[src/hw/rtl/assert_macros.svh]
// ----------------------------------------------------------------------------
// Assertion macros
// Concurrent assertion shorthands on aclk with the synchronous active-low
// reset aresetn. They compile to nothing when NO_ASSERTIONS is defined.
// ----------------------------------------------------------------------------
`ifndef ASSERT_MACROS_SVH
`define ASSERT_MACROS_SVH
`ifndef NO_ASSERTIONS
// Same-cycle implication.
`define PIP_ASSERT_IMP(lbl, ante, cons, msg) \
    lbl: assert property (@(posedge aclk) disable iff (!aresetn) (ante) |-> (cons)) \
        else $error(msg);
// Next-cycle implication.
`define PIP_ASSERT_NXT(lbl, ante, cons, msg) \
    lbl: assert property (@(posedge aclk) disable iff (!aresetn) (ante) |=> (cons)) \
        else $error(msg);
`else
`define PIP_ASSERT_IMP(lbl, ante, cons, msg)
`define PIP_ASSERT_NXT(lbl, ante, cons, msg)
`endif
`endif

[src/hw/rtl/pip_pkg.sv]
// ----------------------------------------------------------------------------
// Point-in-polygon package
// Widths, codes, types and the saturating offset adder shared by the block.
// ----------------------------------------------------------------------------
package pip_pkg;

    localparam int COORD_WIDTH  = 16;
    localparam int FRAC_BITS    = COORD_WIDTH - 4;
    localparam int MAX_VERTICES = 16;
    localparam int ADDR_W       = $clog2(MAX_VERTICES);
    localparam int NUM_W        = $clog2(MAX_VERTICES + 1);
    localparam int COUNT_W      = 5;
    localparam int INDEX_W      = 4;
    localparam int ACTION_W     = 2;
    localparam int SUM_W        = COORD_WIDTH + 1;
    localparam int DIFF_W       = COORD_WIDTH + 2;
    localparam int PROD_W       = 2 * DIFF_W;
    localparam int S_TDATA_W    = ((INDEX_W + 2 * COORD_WIDTH + 7) / 8) * 8;
    localparam int M_TDATA_W    = 8;

    typedef logic signed [COORD_WIDTH-1:0] coord_t;

    localparam coord_t VIEW_ONE     = COORD_WIDTH'(1 << FRAC_BITS);
    localparam coord_t VIEW_NEG_ONE = COORD_WIDTH'(-(1 << FRAC_BITS));
    localparam coord_t COORD_MAX    = COORD_WIDTH'((1 << (COORD_WIDTH - 1)) - 1);
    localparam coord_t COORD_MIN    = COORD_WIDTH'(1 << (COORD_WIDTH - 1));

    typedef enum logic [ACTION_W-1:0] {
        ACT_WRITE_VERTEX = 2'd0,
        ACT_TRANSLATE    = 2'd1,
        ACT_QUERY        = 2'd2
    } action_t;

    typedef enum logic [1:0] {
        ST_IDLE,
        ST_WALK,
        ST_DRAIN,
        ST_DONE
    } state_t;

    // Control from the sequencer to the edge unit.
    typedef struct packed {
        logic clear;     // start of a query: reset parity and bounding box
        logic rd_vld;    // vertex read data is valid this cycle
        logic rd_first;  // this read is the closing vertex, not an edge end
    } pip_edge_ctl_t;

    // Status back from the edge unit.
    typedef struct packed {
        logic busy;
        logic in_poly;
        logic out_of_view;
    } pip_edge_sts_t;

    // Adds two coordinates and clamps the sum to the coordinate range.
    function automatic coord_t sat_add(input coord_t a, input coord_t b);
        logic signed [SUM_W-1:0] sum;
        sum = {a[COORD_WIDTH-1], a} + {b[COORD_WIDTH-1], b};
        if (sum[SUM_W-1] != sum[SUM_W-2]) begin
            sat_add = sum[SUM_W-1] ? COORD_MIN : COORD_MAX;
        end else begin
            sat_add = sum[COORD_WIDTH-1:0];
        end
    endfunction

endpackage

[src/hw/rtl/pip_ram.sv]
// ----------------------------------------------------------------------------
// Generic single-port-write RAM
// One write port and one read port, read data registered.
// ----------------------------------------------------------------------------
module pip_ram #(
    parameter int WIDTH = 32,
    parameter int DEPTH = 16
) (
    input  logic                     aclk,
    input  logic                     wr_en,
    input  logic [$clog2(DEPTH)-1:0] wr_addr,
    input  logic [WIDTH-1:0]         wr_data,
    input  logic [$clog2(DEPTH)-1:0] rd_addr,
    output logic [WIDTH-1:0]         rd_data
);

    logic [WIDTH-1:0] mem_reg [DEPTH];
    logic [WIDTH-1:0] rd_data_reg;

    always_ff @(posedge aclk) begin
        if (wr_en) begin
            mem_reg[wr_addr] <= wr_data;
        end
        rd_data_reg <= mem_reg[rd_addr];
    end

    assign rd_data = rd_data_reg;

endmodule

[src/hw/rtl/pip_edge.sv]
// ----------------------------------------------------------------------------
// Point-in-polygon edge unit
// Takes one vertex a cycle from the vertex memory, forms the edge to the
// previous vertex, and runs the exact crossing test in four stages. It also
// keeps the bounding box of the raw vertices for the off-screen flag.
// ----------------------------------------------------------------------------
module pip_edge import pip_pkg::*; (
    input  logic          aclk,
    input  logic          aresetn,
    input  pip_edge_ctl_t ctl,
    input  coord_t        rd_x,
    input  coord_t        rd_y,
    input  coord_t        off_x,
    input  coord_t        off_y,
    input  coord_t        pt_x,
    input  coord_t        pt_y,
    output pip_edge_sts_t sts
);

    // Stage 1: offset vertex, previous vertex, bounding box.
    logic signed [SUM_W-1:0]  cur_x_reg, cur_y_reg, prv_x_reg, prv_y_reg;
    logic                     s1_vld_reg;
    coord_t                   xmin_reg, xmax_reg, ymin_reg, ymax_reg;
    // Stage 2: differences.
    logic signed [DIFF_W-1:0] a_reg, c_reg, d_reg, e_reg;
    logic signed [DIFF_W-1:0] a_w, c_w, d_w, e_w;
    logic signed [SUM_W-1:0]  pt_y_ext;
    logic                     s2_vld_reg, s2_straddle_reg, den_pos_reg;
    // Stage 3: products.
    logic signed [DIFF_W-1:0] l_op_a, l_op_b, r_op_a, r_op_b;
    logic signed [PROD_W-1:0] prod_l_reg, prod_r_reg;
    logic                     s3_vld_reg, s3_straddle_reg;
    // Stage 4: parity.
    logic                     inside_reg;

    always_ff @(posedge aclk) begin
        if (ctl.rd_vld) begin
            cur_x_reg <= {rd_x[COORD_WIDTH-1], rd_x} + {off_x[COORD_WIDTH-1], off_x};
            cur_y_reg <= {rd_y[COORD_WIDTH-1], rd_y} + {off_y[COORD_WIDTH-1], off_y};
            prv_x_reg <= cur_x_reg;
            prv_y_reg <= cur_y_reg;
        end
        if (ctl.clear) begin
            xmin_reg <= VIEW_ONE;
            ymin_reg <= VIEW_ONE;
            xmax_reg <= VIEW_NEG_ONE;
            ymax_reg <= VIEW_NEG_ONE;
        end else if (ctl.rd_vld && !ctl.rd_first) begin
            if (rd_x < xmin_reg) xmin_reg <= rd_x;
            if (rd_x > xmax_reg) xmax_reg <= rd_x;
            if (rd_y < ymin_reg) ymin_reg <= rd_y;
            if (rd_y > ymax_reg) ymax_reg <= rd_y;
        end
    end

    assign pt_y_ext = {pt_y[COORD_WIDTH-1], pt_y};
    assign a_w = {{2{pt_x[COORD_WIDTH-1]}}, pt_x} - {cur_x_reg[SUM_W-1], cur_x_reg};
    assign e_w = {{2{pt_y[COORD_WIDTH-1]}}, pt_y} - {cur_y_reg[SUM_W-1], cur_y_reg};
    assign c_w = {prv_x_reg[SUM_W-1], prv_x_reg} - {cur_x_reg[SUM_W-1], cur_x_reg};
    assign d_w = {prv_y_reg[SUM_W-1], prv_y_reg} - {cur_y_reg[SUM_W-1], cur_y_reg};

    always_ff @(posedge aclk) begin
        a_reg           <= a_w;
        c_reg           <= c_w;
        d_reg           <= d_w;
        e_reg           <= e_w;
        s2_straddle_reg <= (cur_y_reg > pt_y_ext) != (prv_y_reg > pt_y_ext);
        den_pos_reg     <= !d_w[DIFF_W-1] && (|d_w);
    end

    // With a positive denominator the test is (x-cx)*den < (px-cx)*(y-cy);
    // with a negative one both sides swap places.
    assign l_op_a = den_pos_reg ? a_reg : c_reg;
    assign l_op_b = den_pos_reg ? d_reg : e_reg;
    assign r_op_a = den_pos_reg ? c_reg : a_reg;
    assign r_op_b = den_pos_reg ? e_reg : d_reg;

    always_ff @(posedge aclk) begin
        prod_l_reg      <= l_op_a * l_op_b;
        prod_r_reg      <= r_op_a * r_op_b;
        s3_straddle_reg <= s2_straddle_reg;
    end

    always_ff @(posedge aclk) begin
        if (!aresetn) begin
            s1_vld_reg <= 1'b0;
            s2_vld_reg <= 1'b0;
            s3_vld_reg <= 1'b0;
            inside_reg <= 1'b0;
        end else begin
            s1_vld_reg <= ctl.rd_vld && !ctl.rd_first;
            s2_vld_reg <= s1_vld_reg;
            s3_vld_reg <= s2_vld_reg;
            if (ctl.clear) begin
                inside_reg <= 1'b0;
            end else if (s3_vld_reg && s3_straddle_reg && (prod_l_reg < prod_r_reg)) begin
                inside_reg <= !inside_reg;
            end
        end
    end

    assign sts.busy        = s1_vld_reg || s2_vld_reg || s3_vld_reg;
    assign sts.in_poly     = inside_reg;
    assign sts.out_of_view = (xmax_reg <= VIEW_NEG_ONE) || (xmin_reg >= VIEW_ONE) ||
                             (ymax_reg <= VIEW_NEG_ONE) || (ymin_reg >= VIEW_ONE);

endmodule

[src/hw/rtl/point_in_polygon_test_unit.sv]
// ----------------------------------------------------------------------------
// Point-in-polygon test unit
// Even-odd ray-casting test of a point against a stored, offset polygon, plus
// an off-screen bounding-box flag on the un-offset vertices.
// ----------------------------------------------------------------------------
//
//  Channel  Dir  Handshake           Word contents
//  s_       in   s_tvalid/s_tready   tuser: action; tdata: index, x, y
//  m_       out  m_tvalid/m_tready   tdata: inside_res, out_of_view
//  cfg_     in   cfg_valid/cfg_ready cfg_data: vertex_count
//
// Write-vertex and translate words never leave the idle state. A query over n
// vertices (vertex_count clamped to the capacity) makes n + 1 vertex reads,
// the closing vertex first, then drains the edge unit and loads the result.
// A query with no vertices skips the walk and answers with both flags clear.
// Reset is synchronous and active low and leaves the vertex memory uncleared.
// Words are taken while a result waits; a finished query waits until that one is taken.
//
`include "assert_macros.svh"

module point_in_polygon_test_unit import pip_pkg::*; (
    input  logic                 aclk,
    input  logic                 aresetn,
    // Input words.
    input  logic                 s_tvalid,
    output logic                 s_tready,
    // [3:0] vertex_index, [19:4] coord_x, [35:20] coord_y, rest zero.
    input  logic [S_TDATA_W-1:0] s_tdata,
    // [1:0] action.
    input  logic [ACTION_W-1:0]  s_tuser,
    // Result words.
    output logic                 m_tvalid,
    input  logic                 m_tready,
    // [0] inside_res, [1] out_of_view, rest zero.
    output logic [M_TDATA_W-1:0] m_tdata,
    // Configuration: vertex_count.
    input  logic                 cfg_valid,
    output logic                 cfg_ready,
    input  logic [COUNT_W-1:0]   cfg_data
);

    state_t                state_reg, state_next;
    logic [COUNT_W-1:0]    vertex_count_reg;
    coord_t                off_x_reg, off_y_reg;
    coord_t                pt_x_reg, pt_y_reg;
    logic [NUM_W-1:0]      n_used_reg, n_used_now;
    logic [NUM_W-1:0]      rd_idx_reg, rd_idx_next;
    logic                  rd_vld_reg, rd_first_reg;
    logic                  empty_reg;
    logic                  m_valid_reg, inside_res_reg, out_of_view_reg;

    action_t               in_action;
    logic [INDEX_W-1:0]    in_index;
    coord_t                in_x, in_y;
    logic                  s_acc;
    logic                  query_start, load_out;

    logic                  ram_we;
    logic [ADDR_W-1:0]     ram_raddr;
    logic [2*COORD_WIDTH-1:0] ram_rdata;
    coord_t                rd_x, rd_y;

    pip_edge_ctl_t         edge_ctl;
    pip_edge_sts_t         edge_sts;

    // Unpack the input word.
    assign in_action = action_t'(s_tuser);
    assign in_index  = s_tdata[INDEX_W-1:0];
    assign in_x      = s_tdata[INDEX_W +: COORD_WIDTH];
    assign in_y      = s_tdata[INDEX_W + COORD_WIDTH +: COORD_WIDTH];
    assign s_acc     = s_tvalid && s_tready;

    // A count above the capacity acts as the capacity.
    assign n_used_now = (32'(vertex_count_reg) > MAX_VERTICES) ?
                        NUM_W'(MAX_VERTICES) : NUM_W'(vertex_count_reg);

    assign cfg_ready = 1'b1;

    // Vertex memory: x in the upper half of the word, y in the lower.
    assign ram_we = s_acc && (in_action == ACT_WRITE_VERTEX) &&
                    (32'(in_index) < MAX_VERTICES);

    // The walk reads the closing vertex first so that it is already held as
    // the previous vertex when vertex zero arrives.
    assign ram_raddr = (rd_idx_reg == '0) ? ADDR_W'(n_used_reg - NUM_W'(1))
                                          : ADDR_W'(rd_idx_reg - NUM_W'(1));

    pip_ram #(
        .WIDTH (2 * COORD_WIDTH),
        .DEPTH (MAX_VERTICES)
    ) u_vertex_ram (
        .aclk    (aclk),
        .wr_en   (ram_we),
        .wr_addr (ADDR_W'(in_index)),
        .wr_data ({in_x, in_y}),
        .rd_addr (ram_raddr),
        .rd_data (ram_rdata)
    );

    assign rd_x = ram_rdata[2*COORD_WIDTH-1:COORD_WIDTH];
    assign rd_y = ram_rdata[COORD_WIDTH-1:0];

    assign edge_ctl.clear    = query_start;
    assign edge_ctl.rd_vld   = rd_vld_reg;
    assign edge_ctl.rd_first = rd_first_reg;

    pip_edge u_edge (
        .aclk    (aclk),
        .aresetn (aresetn),
        .ctl     (edge_ctl),
        .rd_x    (rd_x),
        .rd_y    (rd_y),
        .off_x   (off_x_reg),
        .off_y   (off_y_reg),
        .pt_x    (pt_x_reg),
        .pt_y    (pt_y_reg),
        .sts     (edge_sts)
    );

    // Sequencer: one word at a time; writes and translates finish in the
    // accepting cycle, a query walks the polygon and drains the edge unit.
    // In the idle state the input is always ready, so tvalid alone marks an
    // accepted word there.
    always_comb begin
        state_next  = state_reg;
        rd_idx_next = rd_idx_reg;
        s_tready    = 1'b0;
        query_start = 1'b0;
        load_out    = 1'b0;
        unique case (state_reg)
            ST_IDLE: begin
                s_tready = 1'b1;
                if (s_tvalid && (in_action == ACT_QUERY)) begin
                    query_start = 1'b1;
                    rd_idx_next = '0;
                    state_next  = (n_used_now == '0) ? ST_DONE : ST_WALK;
                end
            end
            ST_WALK: begin
                rd_idx_next = rd_idx_reg + NUM_W'(1);
                if (rd_idx_reg == n_used_reg) begin
                    state_next = ST_DRAIN;
                end
            end
            ST_DRAIN: begin
                if (!rd_vld_reg && !edge_sts.busy) begin
                    state_next = ST_DONE;
                end
            end
            ST_DONE: begin
                if (!m_valid_reg || m_tready) begin
                    load_out   = 1'b1;
                    state_next = ST_IDLE;
                end
            end
            default: begin
                state_next = ST_IDLE;
            end
        endcase
    end

    always_ff @(posedge aclk) begin
        if (!aresetn) begin
            state_reg        <= ST_IDLE;
            vertex_count_reg <= '0;
            off_x_reg        <= '0;
            off_y_reg        <= '0;
            rd_idx_reg       <= '0;
            rd_vld_reg       <= 1'b0;
            rd_first_reg     <= 1'b0;
            m_valid_reg      <= 1'b0;
        end else begin
            state_reg    <= state_next;
            rd_idx_reg   <= rd_idx_next;
            rd_vld_reg   <= (state_reg == ST_WALK);
            rd_first_reg <= (state_reg == ST_WALK) && (rd_idx_reg == '0);
            if (cfg_valid && cfg_ready) begin
                vertex_count_reg <= cfg_data;
            end
            if (s_acc && (in_action == ACT_TRANSLATE)) begin
                off_x_reg <= sat_add(off_x_reg, in_x);
                off_y_reg <= sat_add(off_y_reg, in_y);
            end
            if (load_out) begin
                m_valid_reg <= 1'b1;
            end else if (m_tready) begin
                m_valid_reg <= 1'b0;
            end
        end
    end

    // Query operands and the result payload need no reset.
    always_ff @(posedge aclk) begin
        if (query_start) begin
            pt_x_reg   <= in_x;
            pt_y_reg   <= in_y;
            n_used_reg <= n_used_now;
            empty_reg  <= (n_used_now == '0);
        end
        if (load_out) begin
            inside_res_reg  <= !empty_reg && edge_sts.in_poly;
            out_of_view_reg <= !empty_reg && edge_sts.out_of_view;
        end
    end

    assign m_tvalid = m_valid_reg;
    assign m_tdata  = {{(M_TDATA_W-2){1'b0}}, out_of_view_reg, inside_res_reg};

    // New words are taken only once no vertex read or edge is in flight.
    `PIP_ASSERT_IMP(a_ready_when_quiet, s_tready, !rd_vld_reg && !edge_sts.busy, "input taken while an edge is in flight")
    // A result appears only as the close of a query.
    `PIP_ASSERT_IMP(a_result_from_query, $rose(m_valid_reg), $past(state_reg == ST_DONE), "result word without a finished query")
    // The walk never reads beyond the vertices in use.
    `PIP_ASSERT_IMP(a_walk_in_range, state_reg == ST_WALK, (rd_idx_reg <= n_used_reg) && (n_used_reg != '0), "polygon walk out of range")
    // A query started with vertices in use always walks.
    `PIP_ASSERT_NXT(a_query_walks, query_start && (n_used_now != '0), state_reg == ST_WALK && rd_idx_reg == '0, "query did not start the walk")

endmodule
[config.mk]
export PLATFORM = sky130hd
export DESIGN_NAME = point_in_polygon_test_unit
export DESIGN_NICKNAME = d
export VERILOG_FILES = /design/src/hw/rtl/pip_pkg.sv /design/src/hw/rtl/pip_ram.sv /design/src/hw/rtl/pip_edge.sv /design/src/hw/rtl/point_in_polygon_test_unit.sv
export VERILOG_INCLUDE_DIRS = /design/src /design/src/hw/rtl
export SDC_FILE = /design/constraint.sdc
export NUM_CORES = 2
export LEC_CHECK = 0
export ABC_AREA = 1
export BUFFER_PORTS_ARGS = -buffer_cell sky130_fd_sc_hd__clkbuf_2
export CORE_MARGIN = 2
export CORE_UTILIZATION = 40
export DETAILED_ROUTE_END_ITERATION = 12
export PLACE_DENSITY_LB_ADDON = 0.08
export SYNTH_ARGS = -nofsm -noshare
export SYNTH_HDL_FRONTEND = slang
export SYNTH_SLANG_ARGS = --single-unit
[constraint.sdc]
create_clock -name aclk -period 7.7 [get_ports aclk]
set_input_delay 0.385 -clock aclk [delete_from_list [all_inputs] [get_ports aclk]]
set_output_delay 0.385 -clock aclk [all_outputs]
set_load 0.02 [all_outputs]
==> results_dict.tcl <==
set metrics [dict create \
    outcome "finished, final reports clean" \
    clock_tree.htree_level_count 3 \
    global_route_wire_length_before_repair_mm 298 \
    flow.area_growth_from_synthesis_pct 10.6 \
    final_antenna_net_count 0 \
    synth_ff_type "edfxtp_1" \
    grt_overflow 0 \
    synth.cell_area_sq_mm 0.0664 \
    floorplan.initialDensity 0.402 \
    finalHoldViolations 0 \
    num_rows 149 \
    synth.distinct_cells 54 \
    cts_post_setup_buffers_inserted 0 \
    max_ffs_per_register 512 \
    postRouteWirelength_mm 193 \
    dp_hpwl_mm 142 \
    fp.coreArea_sq_mm 0.165 \
    fillers 16100 \
    layout-drive-gt1-share 0.0603 \
    timing.critical_path.fanout_max 76 \
    route.detailed.drc 0 \
    drt_first_pass_iters 5 \
    critical_path.startpoint "u_edge.den_pos_reg" \
    worst_ep_required_time_ns 8.27 \
    ys_seq_area_frac 0.369 \
    synthDominantAreaCellType "edfxtp_1" \
    asyncSetResetFlopFracSynth 0 \
    hold-worst-slack_ns 0.0874 \
    grt_max_degree 114 \
    groute.usage.overall 0.231 \
    ios 63 \
    setup_repair_after_global_routing_missed_its_margin "false" \
    wire_per_inst_um 20.4 \
    report.final.slew_viol_count 0 \
    finalSetupTns_ns 0 \
    tritoncts "yes" \
    cts-root-buf "clkbuf_16" \
    synth.area.top_cells "edfxtp_1, fa_1, dfxtp_1" \
    timing.setup.critical_path_class "reg -> reg" \
    cts_sinks 914 \
    tritoncts.num_buffers 102 \
    fp.dieArea_sq_mm 0.169 \
    timing.hold.worst.start "s_tdata[7]" \
    relSlewSlack 0.227 \
    path_clk_slew_ns 0.06 \
    arrival_ns 7.69 \
    critical_path.endpoint_type "flip-flop" \
    final_setup_viols 0 \
    placed_cell_area_sq_mm 0.0699 \
    number_of_cells_produced_by_synthesis 7047 \
    synth_enable_flop_cells 620 \
    synth_top_cells_by_count "inv_1, nand2_1, nor2_1, fa_1, edfxtp_1" \
    worst_clock_skew_ns 0.0811 \
    synth_most_common_cell "inv_1" \
    drt_iter0_markers 3133 \
    dp_cells 9242 \
    grt_pass1_vias 49300 \
    timing.max_cap.violations 0 \
    post-route-cell-area_sq_mm 0.0734 \
    placement.io_buffers 51 \
    max_freq_mhz 141 \
    fin_crit_ns 7.11 \
    hold_class "in -> reg" \
    r2r_start "u_edge.den_pos_reg" \
    transition_time_at_the_pin_with_the_least_slew_margin_ns 1.16 \
    routabilityCongestion 0.910 \
    vias 47700 \
    final_min_period_over_clock_period 0.924 \
    worst_skew_pair.late_latency_ns 0.73 \
    antenna_found_initial 9 \
    via_per_inst 5.05 \
    floorplan_die_width_um 411 \
    fp.dieH_um 411 \
    yosysWarningCount 0 \
    post_synth.cell_area_avg_sq_um 9.42 \
    design.final.nets 8328 \
    final_cell_count_no_fill 9449 \
    worstSetupStartpointType "flip-flop" \
    cts.path.max_buffers 3 \
    synth_top_area_frac 0.280 \
    seq_cells_post_synth 914 \
]
layout make-up:
class / count / area (sq um) / area share
inverter: 1308 / 4920 / 0.0670
clock buffer: 155 / 2920 / 0.0398
sequential: 914 / 24500 / 0.334
clock inverter: 37 / 455 / 0.00620
tap: 2189 / 2740 / 0.0373
timing repair buffer: 223 / 1620 / 0.0220
multi-input combinational: 4621 / 36200 / 0.494
antenna: 2 / 5.00 / 0.0000682
critical path, cell delays in order, from the launching register on:
cell,delay (ns)
dfxtp_4,0.86
buf_12,0.23
o21ai_1,0.21
inv_1,0.53
nand2_1,0.15
fa_1,0.51
inv_1,0.05
fa_1,0.48
fa_1,0.60
fa_1,0.48
fa_1,0.50
inv_1,0.05
fa_1,0.47
inv_1,0.04
ha_1,0.35
a21oi_1,0.33
o21ai_0,0.15
a21oi_1,0.30
o21ai_0,0.13
or2_2,0.33
nand2_1,0.09
nand2_1,0.05
nand2_1,0.06
nand2_1,0.05
metrics by stage:
step	utilization	worst slack [ns]
floorplan	-	1.47
global placement	0.424	0.601
detailed placement	0.424	0.597
CTS	0.445	0.621
global route	0.445	0.0933
finish	0.445	0.586
logic make-up (layout without fill, tap and decap cells):
logic type                 Yosys count  count (layout)  share of synthesized area
and+or+nand+nor                   2185            2185                      0.133
buffers and inverters             1517            1723                     0.0883
AOI/OAI and AO/OA                 1140            1140                      0.101
adders and majority gates         1106            1106                      0.284
DFF                                914             914                      0.369
xor gates and xnor gates           183             183                     0.0243
other                                2               9                   0.000113
layout by cell type, fill, tap and decap left out, drive strengths merged, types with 7 or more instances in the layout:
cell type    synthesis  layout
o21ai              477     477
dfxtp              294     294
nor2               723     723
clkbuf             127     206
ha                 440     440
xnor2               65      65
o21a                11      11
a21boi              13      13
a31oi               11      11
nand3b               9       9
clkinv              26      56
nand3              263     263
inv               1282    1282
fa                 666     666
nor3                30      30
nor4                10      10
conb                 2       7
nand4               63      63
edfxtp             620     620
dlygate4sd3          0      13
a21o                19      19
xor2               118     118
o21bai             204     204
or2                  8       8
nand2             1075    1075
buf                 82     159
o211ai              78      78
a21oi              299     299
final timing paths:
kind	endpoint	slack [ns]	cells after the start
worst min-delay path	u_vertex_ram.mem_reg[11][19]	0.09	2
worst max-delay path	u_edge.prod_r_reg[30]	0.59	23
worst max register to register	u_edge.prod_r_reg[30]	0.59	23
worst min register to register	u_edge.s3_straddle_reg	0.34	0
layer usage:
| layer | wire length [um] | GRT usage | up-vias |
|---|---|---|---|
| met2 | 94100 | 0.401 | 1025 |
| met5 | 98 | 0 | - |
| met1 | 85200 | 0.305 | 23500 |
| met3 | 8070 | 0.0257 | 253 |
| met4 | 5450 | 0.0638 | 14 |
| li1 | - | - | 22900 |
what timing repair did:
item / 4_1_cts / 5_1_grt
endpoints found under the setup margin: 0 / 0
hold buffers: 13 / 0
resized for setup: 0 / 0
endpoints found under the hold margin: 6 / 0
Power is left out: the tool's default activity adds up to more than one toggle a clock period on the data nets, which glitch-free logic cannot reach.
